$ cat src/sv/firfc_pkg.sv
`timescale 1ns / 1ps
// shared types and constants of the fixed-point fir filter
package firfc_pkg;

  localparam int unsigned SampleW = 16;
  localparam int unsigned IndexW  = 7;
  localparam int unsigned TapIdxW = 8;
  localparam int unsigned AccW    = 32;
  localparam int unsigned OutShift = 12;

  localparam logic FuncSample = 1'b0;
  localparam logic FuncCoeff  = 1'b1;

  typedef logic signed [SampleW-1:0] sample_t;

  typedef struct packed {
    logic                 push;
    logic                 rot;
    logic                 wr;
    logic [TapIdxW-1:0]   wr_idx;
    sample_t              wr_value;
  } ctrl_t;

endpackage

$ cat src/sv/firfc_cell.sv
`timescale 1ns / 1ps
// one tap cell: a sample and a coefficient, shifted or rotated along the ring
module firfc_cell #(
  parameter int unsigned IDX = 0
) (
  input  logic              clk_i,
  input  logic              rst_ni,
  input  firfc_pkg::ctrl_t  ctrl_i,
  input  firfc_pkg::sample_t push_sample_i,
  input  firfc_pkg::sample_t rot_sample_i,
  input  firfc_pkg::sample_t rot_coeff_i,
  output firfc_pkg::sample_t sample_o,
  output firfc_pkg::sample_t coeff_o
);

  localparam logic [firfc_pkg::TapIdxW-1:0] IdxBits = firfc_pkg::TapIdxW'(IDX);

  firfc_pkg::sample_t sample_d, sample_q;
  firfc_pkg::sample_t coeff_d, coeff_q;

  always_comb begin
    sample_d = sample_q;
    coeff_d  = coeff_q;
    if (ctrl_i.push) begin
      sample_d = push_sample_i;
    end else if (ctrl_i.rot) begin
      sample_d = rot_sample_i;
      coeff_d  = rot_coeff_i;
    end else if (ctrl_i.wr && (ctrl_i.wr_idx == IdxBits)) begin
      coeff_d = ctrl_i.wr_value;
    end
  end

  always_ff @(posedge clk_i or negedge rst_ni) begin
    if (!rst_ni) begin
      sample_q <= '0;
      coeff_q  <= '0;
    end else begin
      sample_q <= sample_d;
      coeff_q  <= coeff_d;
    end
  end

  assign sample_o = sample_q;
  assign coeff_o  = coeff_q;

endmodule
$ cat config.mk
export PLATFORM = sky130hd
export DESIGN_NAME = firfc_cell
export DESIGN_NICKNAME = d
export VERILOG_FILES = /design/src/sv/firfc_pkg.sv /design/src/sv/firfc_cell.sv
export SDC_FILE = /design/constraint.sdc
export NUM_CORES = 1
export LEC_CHECK = 0
export BUFFER_PORTS_ARGS = -buffer_cell sky130_fd_sc_hd__buf_4
export CAP_MARGIN = 40
export CORE_MARGIN = 2
export CORE_UTILIZATION = 42
export DETAILED_ROUTE_END_ITERATION = 10
export PLACE_DENSITY = 0.8
export SLEW_MARGIN = 20
export SYNTH_ARGS = -nofsm -noshare
export SYNTH_HDL_FRONTEND = slang
export SYNTH_SLANG_ARGS = --single-unit
$ cat constraint.sdc
create_clock -name clk_i -period 2 [get_ports clk_i]
set_clock_uncertainty 0.1 [all_clocks]
set_input_delay 0.2 -clock clk_i [delete_from_list [all_inputs] [get_ports clk_i]]
set_output_delay 0.2 -clock clk_i [all_outputs]
set_load 0.005 [all_outputs]
Word-level counts from Yosys, hierarchy flattened:

Index checks and enable logic that the tools add are counted.

* multiplexer cells: 4
* bitwise gates (word level): 1
* reduce and logical (&&, ||, !) cells: 5

Operator list (count)
* 16-bit 2-to-1 mux: 4
* 8-bit logical NOT: 1
* 2-bit nonzero test: 2
* 2-bit AND reduction: 1
* 1-bit logical AND: 1
* 1-bit NOT: 1

* bits in registers: 32
* output and inout bits: 32
* logic and storage cells: 12

Depth between registers and ports, before layout:

* word-level depth: 4
* mapped depth: 6
* depth with buffers taken out: 3

Worst setup path before layout:

OpenSTA, ideal clock, no wires.

* path kind: input-to-reg
* start: in ctrl_i[25] in the netlist's numbering
* end: reg coeff_q[10] (netlist: coeff_o[10])
* setup time: 125 ps
* arrival: 1244 ps
* data required time: 1775 ps
* setup slack: 531 ps
* stages: 5
* path buffers: 2
* cell sequence: buf_6 nor4_4 nand3_4 buf_6 mux2_4

* cells in the longest elaborated chain, start to end: 2
* elaborated cells between the ends (all ways): 3
* classes of those cells: mux (1); reduce/logical (2)

RTL lines
* start: declaration: line firfc_cell.sv:8 `input firfc_pkg::ctrl_t ctrl_i,`
* 2-bit nonzero test (no source line)
* 2-bit AND reduction (no source line)
* end signal: assignment: line firfc_cell.sv:40 `coeff_q <= coeff_d;`
* end: declaration: line firfc_cell.sv:19 `firfc_pkg::sample_t coeff_d, coeff_q;`

Several ways; a longest one is shown, not always the timed one.
A chain may end at the register's enable or synchronous reset.

Worst setup path after layout:

* start: in ctrl_i[16] in the netlist's numbering
* end: reg coeff_q[13] (netlist: coeff_o[13])

* cells in the longest elaborated chain, start to end: 4

RTL lines
* 8-bit logical NOT: line firfc_cell.sv:29 `end else if (ctrl_i.wr && (ctrl_i.wr_idx == IdxBits)) begin`
* 1-bit logical AND: line firfc_cell.sv:29
* 2-bit nonzero test (no source line)
* 2-bit AND reduction (no source line)

Every way passes these cells.

==> results.rst <==
.. list-table::
   :header-rows: 1

   * - Metric
     - Value
   * - Run status
     - completed
   * - Power per Cell Area
     - roughly 670 nW/um^2
   * - Die Y
     - about 67 um
   * - Sink count of the clock tree
     - 32
   * - H-Tree Level Count
     - 2
   * - Via-to-Cell Ratio
     - about 4.8
   * - Post-synthesis average cell area
     - approximately 13 sq um
   * - Setup slack at placement
     - about 0.40 ns
   * - Die boundary width
     - roughly 67 um
   * - Detailed-route via count
     - between 1,000 and 1,500
   * - Number of distinct library cell variants in the gate-level netlist after synthesis
     - 15
   * - Number of global-route vias before repair
     - around 1,400
   * - Largest delay contributor family on the critical path
     - simple AND/OR/NAND/NOR gates
   * - Crit Path Class
     - in2reg
   * - Pin count of the biggest net entering global routing
     - 33
   * - Clock tree buffer depth
     - 2
   * - Max-cap violations
     - 0
   * - Total congestion overflow
     - 0
   * - Sum of buffers and inverters on the critical path
     - 1
   * - Area of the die
     - between 4000 and 5000 sq um
   * - Count of inserted antenna diode cells
     - 0
   * - Synth Register Bits
     - 32
   * - Highest cell delay on the worst timing path
     - between 0.3 and 0.4 ns
   * - Top Ports
     - between 100 and 150
   * - Register area share after synthesis
     - 0.482
   * - Critical path peak fanout
     - 16
   * - Ratio of cells with drive above 1 in the final layout
     - 0.616
   * - Final period demand of the worst path
     - approximately 1.3 ns
   * - Synthesis-to-layout area growth
     - 56.1%
   * - Total Routed Length
     - 4.11 mm
   * - Number of standard cells in the layout, taps in and fillers out
     - between 200 and 300
   * - Category of the worst setup path launch point
     - primary input
   * - Clock transition at path regs
     - ~0.070 ns
   * - Slew at the pin closest to its max-slew limit
     - between 0.4 and 0.5 ns
   * - Std-Cell Core Area
     - about 3700 sq um
   * - Finished Core Util
     - 0.693
   * - Cells along the critical path
     - buf_4, nor4b_2, nand3_4, mux2_4
   * - DRC violations left
     - 0
   * - WHS
     - about 0.032 ns
   * - Final standard cell area without fillers
     - 2590 sq um
   * - Postcts setup bufs
     - 0
   * - Number of warnings issued by yosys
     - 0
   * - Net count of the mapped netlist
     - roughly 200
   * - Final estimated routing congestion in global placement
     - about 0.8
   * - Lkg Pwr
     - around 1.4 nW
   * - Max Slew Vio Count
     - 0
   * - Cell total after placement
     - about 280
   * - CTS Root Buffer Type
     - sky130_fd_sc_hd__clkbuf_8
   * - Part of the cycle the worst path needs
     - 0.657
   * - Site row count
     - 22
   * - FMAX
     - approximately 760 MHz
   * - Final Total Pwr
     - between 1.5 and 2 mW
   * - Max-slew headroom
     - 0.723
   * - First-pass GRT wire length
     - 6.39 mm
   * - Starting density of the core
     - 0.444
   * - Count of buffers from port buffering
     - roughly 110
   * - Worst min-delay path class
     - in2reg
   * - Final hold violations
     - 0
   * - CTS buffer count
     - 5
   * - TritonCTS clock tree
     - yes
   * - Resized cells post-CTS
     - 0
   * - Total Nets Final
     - ~310
   * - VDD IR max
     - between 0.3 and 0.4 mV
   * - Insertion delay to the later sink of the worst-skew pair
     - approximately 0.27 ns
   * - Cell area after placement
     - 2490 sq um
   * - Fin worst setup slack
     - 0.686 ns
   * - HPWL after DPL
     - 3.20 mm
   * - Slowest-stage cell, CP
     - sky130_fd_sc_hd__mux2_4
   * - Required time at the worst-slack endpoint
     - roughly 2.1 ns
   * - Count of mapped cells out of synthesis
     - about 130
   * - Setup repair after global routing missed its margin
     - no
   * - Number of setup violations in the final report
     - 0
   * - Setup TNS
     - 0 ns
   * - Detail Route Antenna Nets
     - 0
   * - Type of element capturing the critical path
     - flop
   * - Initial antenna violation count
     - 0
   * - Mapped cell area
     - between 1500 and 2000 sq um
   * - TritonRoute pass-1 iters
     - 3
   * - Tot GR Track Use
     - 0.198
   * - Average wire per cell in the routed design
     - 14.4 um
   * - Detailed router's first-iteration violation count
     - 44
   * - Arr. time, crit path
     - 1.37 ns
[power by group]
group          switching (mW)  internal, mW
Clock                   0.218         0.280
Sequential             0.0438         0.726
Combinational           0.147         0.322
Total                   0.409          1.33
[final cells by class]
cell class	count	area [sq um]
tap	48	60.1
multi-input combinational	85	801
timing repair buffer	112	843
clock buffer	8	90.1
sequential	32	801
fill	303	1150
[cells in the final DEF (no fill, tap or decap)]
cell type / n
sky130_fd_sc_hd__nor4b_2: 1
sky130_fd_sc_hd__nand3_4: 1
sky130_fd_sc_hd__nand2_1: 16
sky130_fd_sc_hd__nor4_4: 1
sky130_fd_sc_hd__clkbuf_1: 2
sky130_fd_sc_hd__dfrtp_1: 32
sky130_fd_sc_hd__mux2_1: 6
sky130_fd_sc_hd__dlygate4sd3_1: 1
sky130_fd_sc_hd__mux2_2: 6
sky130_fd_sc_hd__o21ai_1: 16
sky130_fd_sc_hd__mux2i_1: 16
sky130_fd_sc_hd__nand2b_1: 1
sky130_fd_sc_hd__nor3_1: 1
sky130_fd_sc_hd__mux2_4: 20
sky130_fd_sc_hd__buf_4: 111
sky130_fd_sc_hd__clkbuf_8: 6
[repair_timing]
item / in CTS / in global routing
endpoints found under the setup margin: 0 / 0
endpoints found under the hold margin: 32 / 0
hold buffers: 1 / 0
[per-layer routing]
layer	global-route usage	vias up	wire length (um)
li1	-	661	-
met1	0.215	654	1530
met2	0.345	55	2200
met3	0.0861	6	332
met4	0.0638	0	49
met5	0	-	0
[Yosys cell counts (all sizes together)]
| master | instances | area [sq um] |
|---|---|---|
| dfrtp | 32 | 801 |
| mux2 | 32 | 435 |
| mux2i | 16 | 160 |
| nand2 | 16 | 60.1 |
| o21ai | 16 | 80.1 |
| buf | 5 | 50.0 |
| clkbuf | 3 | 11.3 |
| nand2b | 1 | 6.26 |
| nand3 | 1 | 17.5 |
| nor3 | 1 | 5.00 |
| nor4 | 1 | 21.3 |
| nor4b | 1 | 15.0 |
[cell families (layout without fill, tap and decap cells)]
kind of cell	after synthesis	in the layout	synth area share
mux	48	48	0.358
flops	32	32	0.482
simple gates	21	21	0.0752
compound gates	16	16	0.0482
buf+inv	8	120	0.0369
[path summary, 6_finish.rpt]
kind                                         from  depth (start not counted)  slack (ns)      endpoint
worst max-delay path                   ctrl_i[16]                          4        0.69   coeff_o[13]
min in group asynchronous                  rst_ni                          2        0.31  sample_o[10]
worst min register to register        sample_o[0]                          2        0.45   sample_o[0]
worst min-delay path            push_sample_i[14]                          3        0.03  sample_o[14]
worst max register to register         coeff_o[0]                          2        0.83    coeff_o[0]
max in group asynchronous                  rst_ni                          2        1.18  sample_o[13]
[flip-flops by register name, summed over array words and instances (netlist names)]
register	cells
sample_o	16
coeff_o	16
[worst reg2reg max path: stages (launching register included)]
cell and delay, ns:
sky130_fd_sc_hd__dfrtp_1 0.40, sky130_fd_sc_hd__mux2_1 0.30, sky130_fd_sc_hd__mux2_2 0.26
No activity file was read; power rests on OpenSTA's default activity.
